--- src/design/rmsm_pkg.sv ---
`default_nettype none
package rmsm_pkg;
  localparam int MaxChannelsDef = 16;
  localparam int SumW = 32;
  localparam int AmpsW = 24;
  localparam int WinW = 10;
  localparam int RootW = 24;

  localparam logic [1:0] CfgChannelCount = 2'd0;
  localparam logic [1:0] CfgWindowLength = 2'd1;
  localparam logic [1:0] CfgAdcMidpoint = 2'd2;
  localparam logic [1:0] CfgAmpsPerCount = 2'd3;

  typedef enum logic [3:0] {
    ST_IDLE, ST_ACC_RD, ST_ACC_WR, ST_EM_RD, ST_EM_LD, ST_EM_DIV, ST_EM_SQRT,
    ST_EM_MUL, ST_EM_OUT, ST_EM_CLR
  } state_t;

  // controller to datapath
  typedef struct packed {
    logic load_sample;
    logic acc_rd;
    logic acc_wr;
    logic em_rd;
    logic div_start;
    logic sqrt_start;
    logic mul_go;
    logic out_load;
    logic clr_wr;
    logic chan_inc;
    logic chan_clear;
  } cmd_t;

  // datapath to controller
  typedef struct packed {
    logic div_done;
    logic sqrt_done;
    logic chan_is_last;
    logic out_busy;
  } sts_t;
endpackage
`default_nettype wire

--- src/design/rmsm_ram.sv ---
`default_nettype none
module rmsm_ram #(
  parameter int Width = 32,
  parameter int Depth = 16
) (
  input  wire logic                     clk,
  input  wire logic                     we,
  input  wire logic [$clog2(Depth)-1:0] waddr,
  input  wire logic [Width-1:0]         wdata,
  input  wire logic [$clog2(Depth)-1:0] raddr,
  output logic      [Width-1:0]         rdata
);
  logic [Width-1:0] mem [Depth];
  always_ff @(posedge clk) begin
    if (we) begin
      mem[waddr] <= wdata;
    end
    rdata <= mem[raddr];
  end
endmodule
`default_nettype wire

--- src/design/rmsm_ctrl.sv ---
`default_nettype none
module rmsm_ctrl
  import rmsm_pkg::*;
(
  input  wire logic clk,
  input  wire logic rst_n,
  input  wire logic in_fire,
  input  wire logic window_end,
  input  wire sts_t sts,
  output logic      in_ready,
  output cmd_t      cmd
);
  state_t state_r, state_nxt;

  always_ff @(posedge clk) begin
    if (!rst_n) begin
      state_r <= ST_IDLE;
    end else begin
      state_r <= state_nxt;
    end
  end

  // next state
  always_comb begin
    state_nxt = state_r;
    case (state_r)
      ST_IDLE:    if (in_fire) state_nxt = ST_ACC_RD;
      ST_ACC_RD:  state_nxt = ST_ACC_WR;
      ST_ACC_WR:  state_nxt = window_end ? ST_EM_RD : ST_IDLE;
      ST_EM_RD:   state_nxt = ST_EM_LD;
      ST_EM_LD:   state_nxt = ST_EM_DIV;
      ST_EM_DIV:  if (sts.div_done) state_nxt = ST_EM_SQRT;
      ST_EM_SQRT: if (sts.sqrt_done) state_nxt = ST_EM_MUL;
      ST_EM_MUL:  state_nxt = ST_EM_OUT;
      ST_EM_OUT:  if (!sts.out_busy) state_nxt = ST_EM_CLR;
      ST_EM_CLR:  state_nxt = sts.chan_is_last ? ST_IDLE : ST_EM_RD;
      default:    state_nxt = ST_IDLE;
    endcase
  end

  // command decode
  always_comb begin
    cmd = '0;
    in_ready = 1'b0;
    case (state_r)
      ST_IDLE: begin
        in_ready = 1'b1;
        cmd.load_sample = in_fire;
        cmd.chan_clear = 1'b1;
      end
      ST_ACC_RD:  cmd.acc_rd = 1'b1;
      ST_ACC_WR:  cmd.acc_wr = 1'b1;
      ST_EM_RD:   cmd.em_rd = 1'b1;
      // sum is on the read port now
      ST_EM_LD:   cmd.div_start = 1'b1;
      ST_EM_DIV:  cmd.sqrt_start = sts.div_done;
      ST_EM_SQRT: ;
      ST_EM_MUL:  cmd.mul_go = 1'b1;
      ST_EM_OUT:  cmd.out_load = !sts.out_busy;
      ST_EM_CLR: begin
        cmd.clr_wr = 1'b1;
        cmd.chan_inc = 1'b1;
      end
      default: ;
    endcase
  end

  // accumulation always followed by write-back
  a_acc_seq: assert property (@(posedge clk) disable iff (!rst_n)
    state_r == ST_ACC_RD |=> state_r == ST_ACC_WR)
    else $error("read without write-back");
  // no input taken outside idle
  a_ready_idle: assert property (@(posedge clk) disable iff (!rst_n)
    in_ready |-> state_r == ST_IDLE)
    else $error("ready outside idle");
  // each result is cleared after output
  a_clr: assert property (@(posedge clk) disable iff (!rst_n)
    cmd.clr_wr |-> $past(state_r) == ST_EM_OUT)
    else $error("clear out of order");
endmodule
`default_nettype wire

--- src/design/rmsm_dpath.sv ---
`default_nettype none
module rmsm_dpath
  import rmsm_pkg::*;
#(
  parameter int MaxChannels = MaxChannelsDef
) (
  input  wire logic             clk,
  input  wire logic             rst_n,
  input  wire cmd_t             cmd,
  input  wire logic [3:0]       in_channel,
  input  wire logic [9:0]       in_adc_value,
  input  wire logic [4:0]       cfg_count,
  input  wire logic [WinW-1:0]  cfg_window,
  input  wire logic [9:0]       cfg_mid,
  input  wire logic [23:0]      cfg_apc,
  input  wire logic             out_tready,
  output logic                  out_tvalid,
  output logic [3:0]            out_channel,
  output logic [AmpsW-1:0]      out_amps,
  output logic                  out_last,
  output logic                  window_end,
  output sts_t                  sts
);
  localparam int AW = (MaxChannels > 1) ? $clog2(MaxChannels) : 1;
  localparam int NMax = (MaxChannels > 16) ? 16 : MaxChannels;

  // active channel count and window length
  logic [4:0] n_act;
  logic [WinW-1:0] wl;
  always_comb begin
    n_act = (cfg_count == 5'd0) ? 5'd1 : cfg_count;
    if (n_act > 5'(NMax)) n_act = 5'(NMax);
    wl = (cfg_window == '0) ? WinW'(1) : cfg_window;
  end

  // sample capture and square
  logic [3:0] ch_r;
  logic [19:0] sq_r;
  logic take_r;
  logic [10:0] diff;
  logic [9:0] mag;
  assign diff = {1'b0, in_adc_value} - {1'b0, cfg_mid};
  assign mag = diff[10] ? 10'(-diff) : diff[9:0];
  always_ff @(posedge clk) begin
    if (cmd.load_sample) begin
      ch_r <= in_channel;
      sq_r <= mag * mag;
      take_r <= ({1'b0, in_channel} < n_act);
    end
  end

  // frame counter and emit channel index
  logic [WinW-1:0] frame_r;
  logic [3:0] ech_r;
  logic is_frame_end;
  logic [WinW-1:0] frame_inc;
  assign is_frame_end = take_r && ({1'b0, ch_r} == n_act - 5'd1);
  assign frame_inc = frame_r + WinW'(1);
  assign window_end = cmd.acc_wr && is_frame_end &&
                      (frame_inc >= wl || frame_inc == '0);
  always_ff @(posedge clk) begin
    if (!rst_n) begin
      frame_r <= '0;
    end else if (cmd.acc_wr && is_frame_end) begin
      frame_r <= window_end ? '0 : frame_inc;
    end
  end
  always_ff @(posedge clk) begin
    if (cmd.chan_clear) ech_r <= '0;
    else if (cmd.chan_inc) ech_r <= ech_r + 4'd1;
  end
  assign sts.chan_is_last = ({1'b0, ech_r} == n_act - 5'd1);

  // sums read as zero until written; all marks dropped at the last channel's clear
  logic [MaxChannels-1:0] vld_r;
  logic [AW-1:0] raddr, waddr;
  logic [SumW-1:0] rdata, wdata;
  logic we;
  logic rd_vld_r;
  assign raddr = cmd.em_rd ? AW'(ech_r) : AW'(ch_r);
  assign waddr = cmd.clr_wr ? AW'(ech_r) : AW'(ch_r);
  always_ff @(posedge clk) begin
    rd_vld_r <= vld_r[raddr];
  end
  logic [SumW-1:0] sum_cur;
  assign sum_cur = rd_vld_r ? rdata : '0;
  assign we = (cmd.acc_wr && take_r) || cmd.clr_wr;
  assign wdata = cmd.clr_wr ? '0 : sum_cur + SumW'(sq_r);
  always_ff @(posedge clk) begin
    if (!rst_n) vld_r <= '0;
    else if (cmd.clr_wr && sts.chan_is_last) vld_r <= '0;
    else if (we) vld_r[waddr] <= 1'b1;
  end

  rmsm_ram #(.Width(SumW), .Depth(MaxChannels)) u_ram (
    .clk, .we, .waddr, .wdata, .raddr, .rdata
  );

  // restoring divider: sum / wl, one quotient bit a cycle
  logic [SumW-1:0] dvd_r;
  logic [SumW-1:0] q_r;
  logic [WinW:0] rm_r;
  logic [WinW:0] rt;
  logic [5:0] dcnt_r;
  logic dbusy_r;
  assign rt = {rm_r[WinW-1:0], dvd_r[SumW-1]};
  always_ff @(posedge clk) begin
    if (!rst_n) begin
      dbusy_r <= 1'b0;
    end else if (cmd.div_start) begin
      dbusy_r <= 1'b1;
    end else if (dbusy_r && dcnt_r == 6'(SumW - 1)) begin
      dbusy_r <= 1'b0;
    end
  end
  always_ff @(posedge clk) begin
    if (cmd.div_start) begin
      dvd_r <= sum_cur;
      rm_r <= '0;
      q_r <= '0;
      dcnt_r <= '0;
    end else if (dbusy_r) begin
      dcnt_r <= dcnt_r + 6'd1;
      dvd_r <= {dvd_r[SumW-2:0], 1'b0};
      if (rt >= {1'b0, wl}) begin
        rm_r <= rt - {1'b0, wl};
        q_r <= {q_r[SumW-2:0], 1'b1};
      end else begin
        rm_r <= rt;
        q_r <= {q_r[SumW-2:0], 1'b0};
      end
    end
  end
  assign sts.div_done = dbusy_r && dcnt_r == 6'(SumW - 1);

  // bit-pair square root of (mean << 16), 48-bit radicand
  localparam int RadW = SumW + 16;
  logic [RadW-1:0] rad_r;
  logic [RootW+1:0] srem_r;
  logic [RootW-1:0] root_r;
  logic [4:0] scnt_r;
  logic sbusy_r;
  logic [RootW+1:0] stry, sacc;
  assign sacc = {srem_r[RootW-1:0], rad_r[RadW-1 -: 2]};
  assign stry = {root_r, 2'b01};
  always_ff @(posedge clk) begin
    if (!rst_n) begin
      sbusy_r <= 1'b0;
    end else if (cmd.sqrt_start) begin
      sbusy_r <= 1'b1;
    end else if (sbusy_r && scnt_r == 5'(RootW - 1)) begin
      sbusy_r <= 1'b0;
    end
  end
  always_ff @(posedge clk) begin
    if (cmd.sqrt_start) begin
      rad_r <= {q_r[SumW-2:0], (rt >= {1'b0, wl}), 16'd0};
      srem_r <= '0;
      root_r <= '0;
      scnt_r <= '0;
    end else if (sbusy_r) begin
      scnt_r <= scnt_r + 5'd1;
      rad_r <= {rad_r[RadW-3:0], 2'b00};
      if (sacc >= stry) begin
        srem_r <= sacc - stry;
        root_r <= {root_r[RootW-2:0], 1'b1};
      end else begin
        srem_r <= sacc;
        root_r <= {root_r[RootW-2:0], 1'b0};
      end
    end
  end
  assign sts.sqrt_done = sbusy_r && scnt_r == 5'(RootW - 1);

  // scale and saturate
  logic [47:0] prod_r;
  always_ff @(posedge clk) begin
    if (cmd.mul_go) prod_r <= root_r * cfg_apc;
  end
  logic [AmpsW-1:0] amps_sat;
  assign amps_sat = (prod_r[47:40] != '0) ? '1 : prod_r[39:16];

  // output register
  always_ff @(posedge clk) begin
    if (!rst_n) begin
      out_tvalid <= 1'b0;
    end else if (cmd.out_load) begin
      out_tvalid <= 1'b1;
    end else if (out_tready) begin
      out_tvalid <= 1'b0;
    end
  end
  always_ff @(posedge clk) begin
    if (cmd.out_load) begin
      out_channel <= ech_r;
      out_amps <= amps_sat;
      out_last <= sts.chan_is_last;
    end
  end
  assign sts.out_busy = out_tvalid && !out_tready;

  // divider and root never run together
  a_units: assert property (@(posedge clk) disable iff (!rst_n)
    !(dbusy_r && sbusy_r)) else $error("units overlap");
  // frame counter cleared after window end
  a_frame: assert property (@(posedge clk) disable iff (!rst_n)
    window_end |=> frame_r == '0) else $error("frame counter kept");
  // a held result is not overwritten
  a_hold: assert property (@(posedge clk) disable iff (!rst_n)
    cmd.out_load |-> !sts.out_busy) else $error("result overwritten");
endmodule
`default_nettype wire

--- src/design/multichannel_rms_current_meter.sv ---
`default_nettype none
// RMS current meter over up to 16 channels. Each sample transfer carries a channel
// and a 10-bit code; the midpoint is removed, the square added to that channel's
// 32-bit sum (capture, sum read, write-back). After window_length frames one
// result per active channel is sent in channel order, each going through sum read
// and load, a divider by window_length, a square root, a multiply, output load and
// clear, plus any output stall; no samples are taken during this phase.
module multichannel_rms_current_meter
  import rmsm_pkg::*;
#(
  parameter int MaxChannels = MaxChannelsDef
) (
  input  wire logic        clk,
  input  wire logic        rst_n,
  input  wire logic        in_tvalid,
  output logic             in_tready,
  input  wire logic [15:0] in_tdata,   // [3:0] channel, [13:4] adc_value
  output logic             out_tvalid,
  input  wire logic        out_tready,
  output logic [31:0]      out_tdata,  // [3:0] channel_out, [27:4] amps_q8
  output logic             out_tlast,
  input  wire logic        cfg_valid,
  output logic             cfg_ready,
  input  wire logic [1:0]  cfg_index,
  input  wire logic [23:0] cfg_data
);
  logic [4:0] cc_r;
  logic [WinW-1:0] wl_r;
  logic [9:0] mid_r;
  logic [23:0] apc_r;

  // configuration registers
  assign cfg_ready = 1'b1;
  always_ff @(posedge clk) begin
    if (!rst_n) begin
      cc_r <= 5'd9;
      wl_r <= 10'd500;
      mid_r <= 10'd512;
      apc_r <= 24'd4848;
    end else if (cfg_valid) begin
      case (cfg_index)
        CfgChannelCount: cc_r <= cfg_data[4:0];
        CfgWindowLength: wl_r <= cfg_data[9:0];
        CfgAdcMidpoint:  mid_r <= cfg_data[9:0];
        CfgAmpsPerCount: apc_r <= cfg_data;
        default: ;
      endcase
    end
  end

  cmd_t cmd;
  sts_t sts;
  logic window_end;
  logic [3:0] och;
  logic [AmpsW-1:0] oamp;

  rmsm_ctrl u_ctrl (
    .clk, .rst_n, .in_fire(in_tvalid && in_tready), .window_end, .sts,
    .in_ready(in_tready), .cmd
  );

  rmsm_dpath #(.MaxChannels(MaxChannels)) u_dp (
    .clk, .rst_n, .cmd, .in_channel(in_tdata[3:0]), .in_adc_value(in_tdata[13:4]),
    .cfg_count(cc_r), .cfg_window(wl_r), .cfg_mid(mid_r), .cfg_apc(apc_r),
    .out_tready, .out_tvalid, .out_channel(och), .out_amps(oamp),
    .out_last(out_tlast), .window_end, .sts
  );

  assign out_tdata = {4'd0, oamp, och};
endmodule
`default_nettype wire
--- config.mk ---
export PLATFORM = sky130hd
export DESIGN_NAME = multichannel_rms_current_meter
export DESIGN_NICKNAME = d
export VERILOG_FILES = /design/src/design/rmsm_pkg.sv /design/src/design/rmsm_ram.sv /design/src/design/rmsm_ctrl.sv /design/src/design/rmsm_dpath.sv /design/src/design/multichannel_rms_current_meter.sv
export SDC_FILE = /design/constraint.sdc
export NUM_CORES = 2
export LEC_CHECK = 0
export BUFFER_PORTS_ARGS = -buffer_cell sky130_fd_sc_hd__clkbuf_2
export CAP_MARGIN = 20
export CORE_ASPECT_RATIO = 0.9
export CORE_MARGIN = 5
export CORE_UTILIZATION = 45
export DETAILED_ROUTE_END_ITERATION = 16
export HOLD_SLACK_MARGIN = 0.02
export SYNTH_ARGS = -nofsm -noshare
export SYNTH_HDL_FRONTEND = slang
export SYNTH_SLANG_ARGS = --single-unit
--- constraint.sdc ---
create_clock -name clk -period 21.4 [get_ports clk]
set_input_delay 1.07 -clock clk [delete_from_list [all_inputs] [get_ports clk]]
set_output_delay 1.07 -clock clk [all_outputs]
set_load 0.1 [all_outputs]
==> impl_metrics.yaml <==
drt:
  via_per_inst: 5.315
  drc: 0
  drt_iter0_drc: 2380
  firstDrtPassIters: 5
  postRouteAntennaNets: 0
  drt-wirelength-per-cell_um: 19.90
  via_count: 36203
  finalWirelength_um: 135500
yosys:
  synth-seq-cells: 880
  synth_edf_count: 661
  avgSynthCellArea_um2: 11.47
  synthCells: 5033
  yosys_warnings: 0
  synth.distinct_cells: 92
  yosys_most_used_dff: "edfxtp_1"
  synthArstFlopShare_pct: 0
  ys_seq_area_share_pct: 41.99
  netlist_area_mm2: 0.05772
global_route:
  grt_pass1_wl_um: 212700
  grt_start_max_net_pins: 133
  grt_pass1_vias: 36814
  antenna_found_initial: 14
  gr-usage-all-layers_pct: 20.05
  grt_remaining_overflow: 0
timing:
  relSlewSlack_pct: 24.57
  setup_viol: 0
  period_share_pct: 38.70
  tns_ns: 0
  hold_violations: 0
  min_period_ns: 8.283
  clock.fmax_mhz: 120.7
  worst-slew-pin-transition_ns: 1.122
  final_max_slew_viol_count: 0
  rsz0062_at_grt: "no"
  fin_worst_skew_ns: 0.06286
placed_design:
  post_dp_cell_area_mm2: 0.06004
  dp_hpwl_um: 90290
  place.port_buffers: 75
  gp_congestion: 0.8149
  dp.cells: 6630
worst_setup_path:
  r2r_end: "u_dp.prod_r[47]"
  start_kind: "register"
  crit_fanout: 14
  cp_data_arrival_time_ns: 8.70
  worst_ep_required_time_ns: 21.82
  rr_startpoint: "u_dp.root_r[18]"
  cp-end-kind: "register"
  rrSetupSlack_ns: 13.12
  critical_path_class: "reg2reg"
  r2r_cells: 25
run_status:
  status: "completed"
clock_network:
  cts_setup_buffers: 0
  cts.reportedPaths.clkPinSlew_ns: 0.06
  ctsHoldBuffers: 0
  clock_path_buffers: 3
  cts_tree: "yes"
  h-tree-depth: 3
  clock_latency_ns: 0.72
  clock-sinks: 880
  cts_buffers: 93
  cts_root_buf: "clkbuf_16"
  ctsResizeCount: 0
cells_and_area:
  syn_to_final_growth_pct: 9.590
  final_cell_mix: "nand2_1 (742), edfxtp_1 (661), inv_1 (657)"
  regArea_mm2: 0.02424
  final_area_mm2: 0.06325
  final_cell_count_no_fill: 6811
  nFillCells: 11394
  mostFrequentLayoutCell: "nand2_1"
  drive_gt1_share_pct: 10.74
  layout.nets: 5909
  multiInputGateArea_mm2: 0.03011
  utilization_pct: 49.72
min_path:
  hold_depth: 2
  hold_end: "apc_r[21]"
  hp-start: "apc_r[21]"
  hold_class: "reg2reg"
power:
  powerDensity_mw_per_mm2: 101.5
  p_leak_nw: 25.46
  combPwrFrac_pct: 38.7
  clkPwrFrac_pct: 25.5
  intPower_mw: 4.161
  p_switching_mw: 2.262
  ir_worst_vdd_v: 0.0003029
  seqPwrFrac_pct: 35.8
  swShare_pct: 35.22
floorplanning:
  initial_core_util_pct: 45.37
  core_area_mm2: 0.1272
  rows: 124
  num_io_pins: 83
  dieArea_mm2: 0.1355
  die_w_um: 387.5
  die_h_um: 349.8
run:
  drv_cap: 0
[metrics by stage]
step	hold slack, ns	setup slack [ns]	power, mW
final	0.4614	13.12	6.423
after detailed placement	0.4515	12.79	4.828
after CTS	0.4609	13.01	6.495
after global placement	0.4435	12.75	4.802
after global routing	0.4731	12.75	6.925
after floorplan	0.4064	13.73	4.225
[layer usage]
| metal | GRT usage, % | up-vias | part of all wire, % |
|---|---|---|---|
| li1 | - | 16745 | - |
| met4 | 4.491 | 8 | 2.1 |
| met5 | 0 | - | 0.042 |
| met1 | 27.54 | 18453 | 44 |
| met2 | 33.21 | 826 | 47 |
| met3 | 4.156 | 171 | 6.7 |
[state kept, by name (all words and copies together) (netlist names), 10 cells and up]
signal / flops
u_dp.srem_r: 24
u_dp.frame_r: 10
u_dp.q_r: 31
u_dp.u_ram.mem: 512
u_dp.prod_r: 32
u_dp.sq_r: 19
u_dp.dvd_r: 32
u_dp.root_r: 24
u_dp.rad_r: 32
u_dp.rm_r: 10
apc_r: 24
mid_r: 10
u_dp.vld_r: 16
u_dp.out_amps: 24
u_dp.u_ram.rdata: 32
wl_r: 10
[synthesized netlist by cell type, types with 26 or more instances]
| cell type | n | area (µm²) |
|---|---|---|
| a31oi_1 | 51 | 319.1 |
| a21o_1 | 47 | 352.8 |
| mux4_2 | 132 | 2973 |
| nand2_1 | 742 | 2785 |
| mux2i_1 | 93 | 930.9 |
| nand3_1 | 42 | 210.2 |
| nor3_1 | 42 | 210.2 |
| fa_1 | 530 | 10610 |
| xor2_1 | 69 | 604.3 |
| nor2_1 | 268 | 1006 |
| o21ai_0 | 80 | 400.4 |
| dfxtp_1 | 219 | 4384 |
| a211oi_1 | 40 | 300.3 |
| clkbuf_1 | 232 | 870.8 |
| xnor2_1 | 82 | 718.2 |
| inv_1 | 657 | 2466 |
| ha_1 | 305 | 3816 |
| edfxtp_1 | 661 | 19850 |
| and2_1 | 236 | 1476 |
| or2_2 | 30 | 187.7 |
| nand2b_1 | 26 | 162.7 |
| a21oi_1 | 151 | 755.7 |
[worst max path at each step]
stage | startpoint | endpoint | slack (ns) | depth (start not counted)
floorplan | in_tdata[4] | u_dp.sq_r[19] | 13.73 | 30
global placement | apc_r[4] | u_dp.prod_r[47] | 12.75 | 22
detailed placement | in_tdata[4] | u_dp.sq_r[19] | 12.79 | 31
CTS | apc_r[3] | u_dp.prod_r[47] | 13.01 | 23
global route | u_dp.root_r[18] | u_dp.prod_r[47] | 12.75 | 25
finish | u_dp.root_r[18] | u_dp.prod_r[47] | 13.12 | 25
[power groups by stage]
stage | Combinational [mW] | Clock, mW | Sequential, mW
final | 2.49 | 1.64 | 2.30
after global routing | 2.86 | 1.76 | 2.31
after CTS | 2.52 | 1.68 | 2.30
after detailed placement | 2.49 | 0 | 2.33
after global placement | 2.47 | 0 | 2.33
after floorplan | 1.94 | 0 | 2.29
[worst max-delay path: stages (launching register included)]
cell      delay, ns
dfxtp_1        0.63
buf_4          0.32
nand2_1        0.11
fa_1           0.52
inv_1          0.05
fa_1           0.53
inv_1          0.06
fa_1           0.51
inv_1          0.06
fa_1           0.53
inv_1          0.05
fa_1           0.49
fa_1           0.43
fa_1           0.50
inv_1          0.04
ha_1           0.33
a211oi_1       0.28
o21bai_1       0.12
a211oi_1       0.25
o21ai_1        0.15
o31ai_1        0.94
nor2_1         0.22
a221oi_1       0.42
a21oi_1        0.17
a21oi_1        0.21
xnor2_1        0.08
[final cells by class]
class	count	area share, %
well taps	1701	3.365
multi-input cells	3224	47.61
flip-flops and latches	880	38.32
clock buffers	130	4.140
inverters	661	3.923
repair buffers	167	1.802
diodes	6	0.02374
clock inverters	42	0.8249
[cells by family (layout without fill, tap and decap cells)]
group / Yosys count / count (layout) / share of synthesized area (%)
simple gates: 1490 / 1490 / 11.72
buf+inv: 932 / 1000 / 6.198
flops: 880 / 880 / 41.99
fa+ha+maj: 835 / 835 / 25.00
compound gates: 491 / 491 / 5.487
mux: 250 / 250 / 7.251
xor+xnor: 153 / 153 / 2.348
other cells: 2 / 11 / 0.01301
No activity file was read; power rests on OpenSTA's default activity.
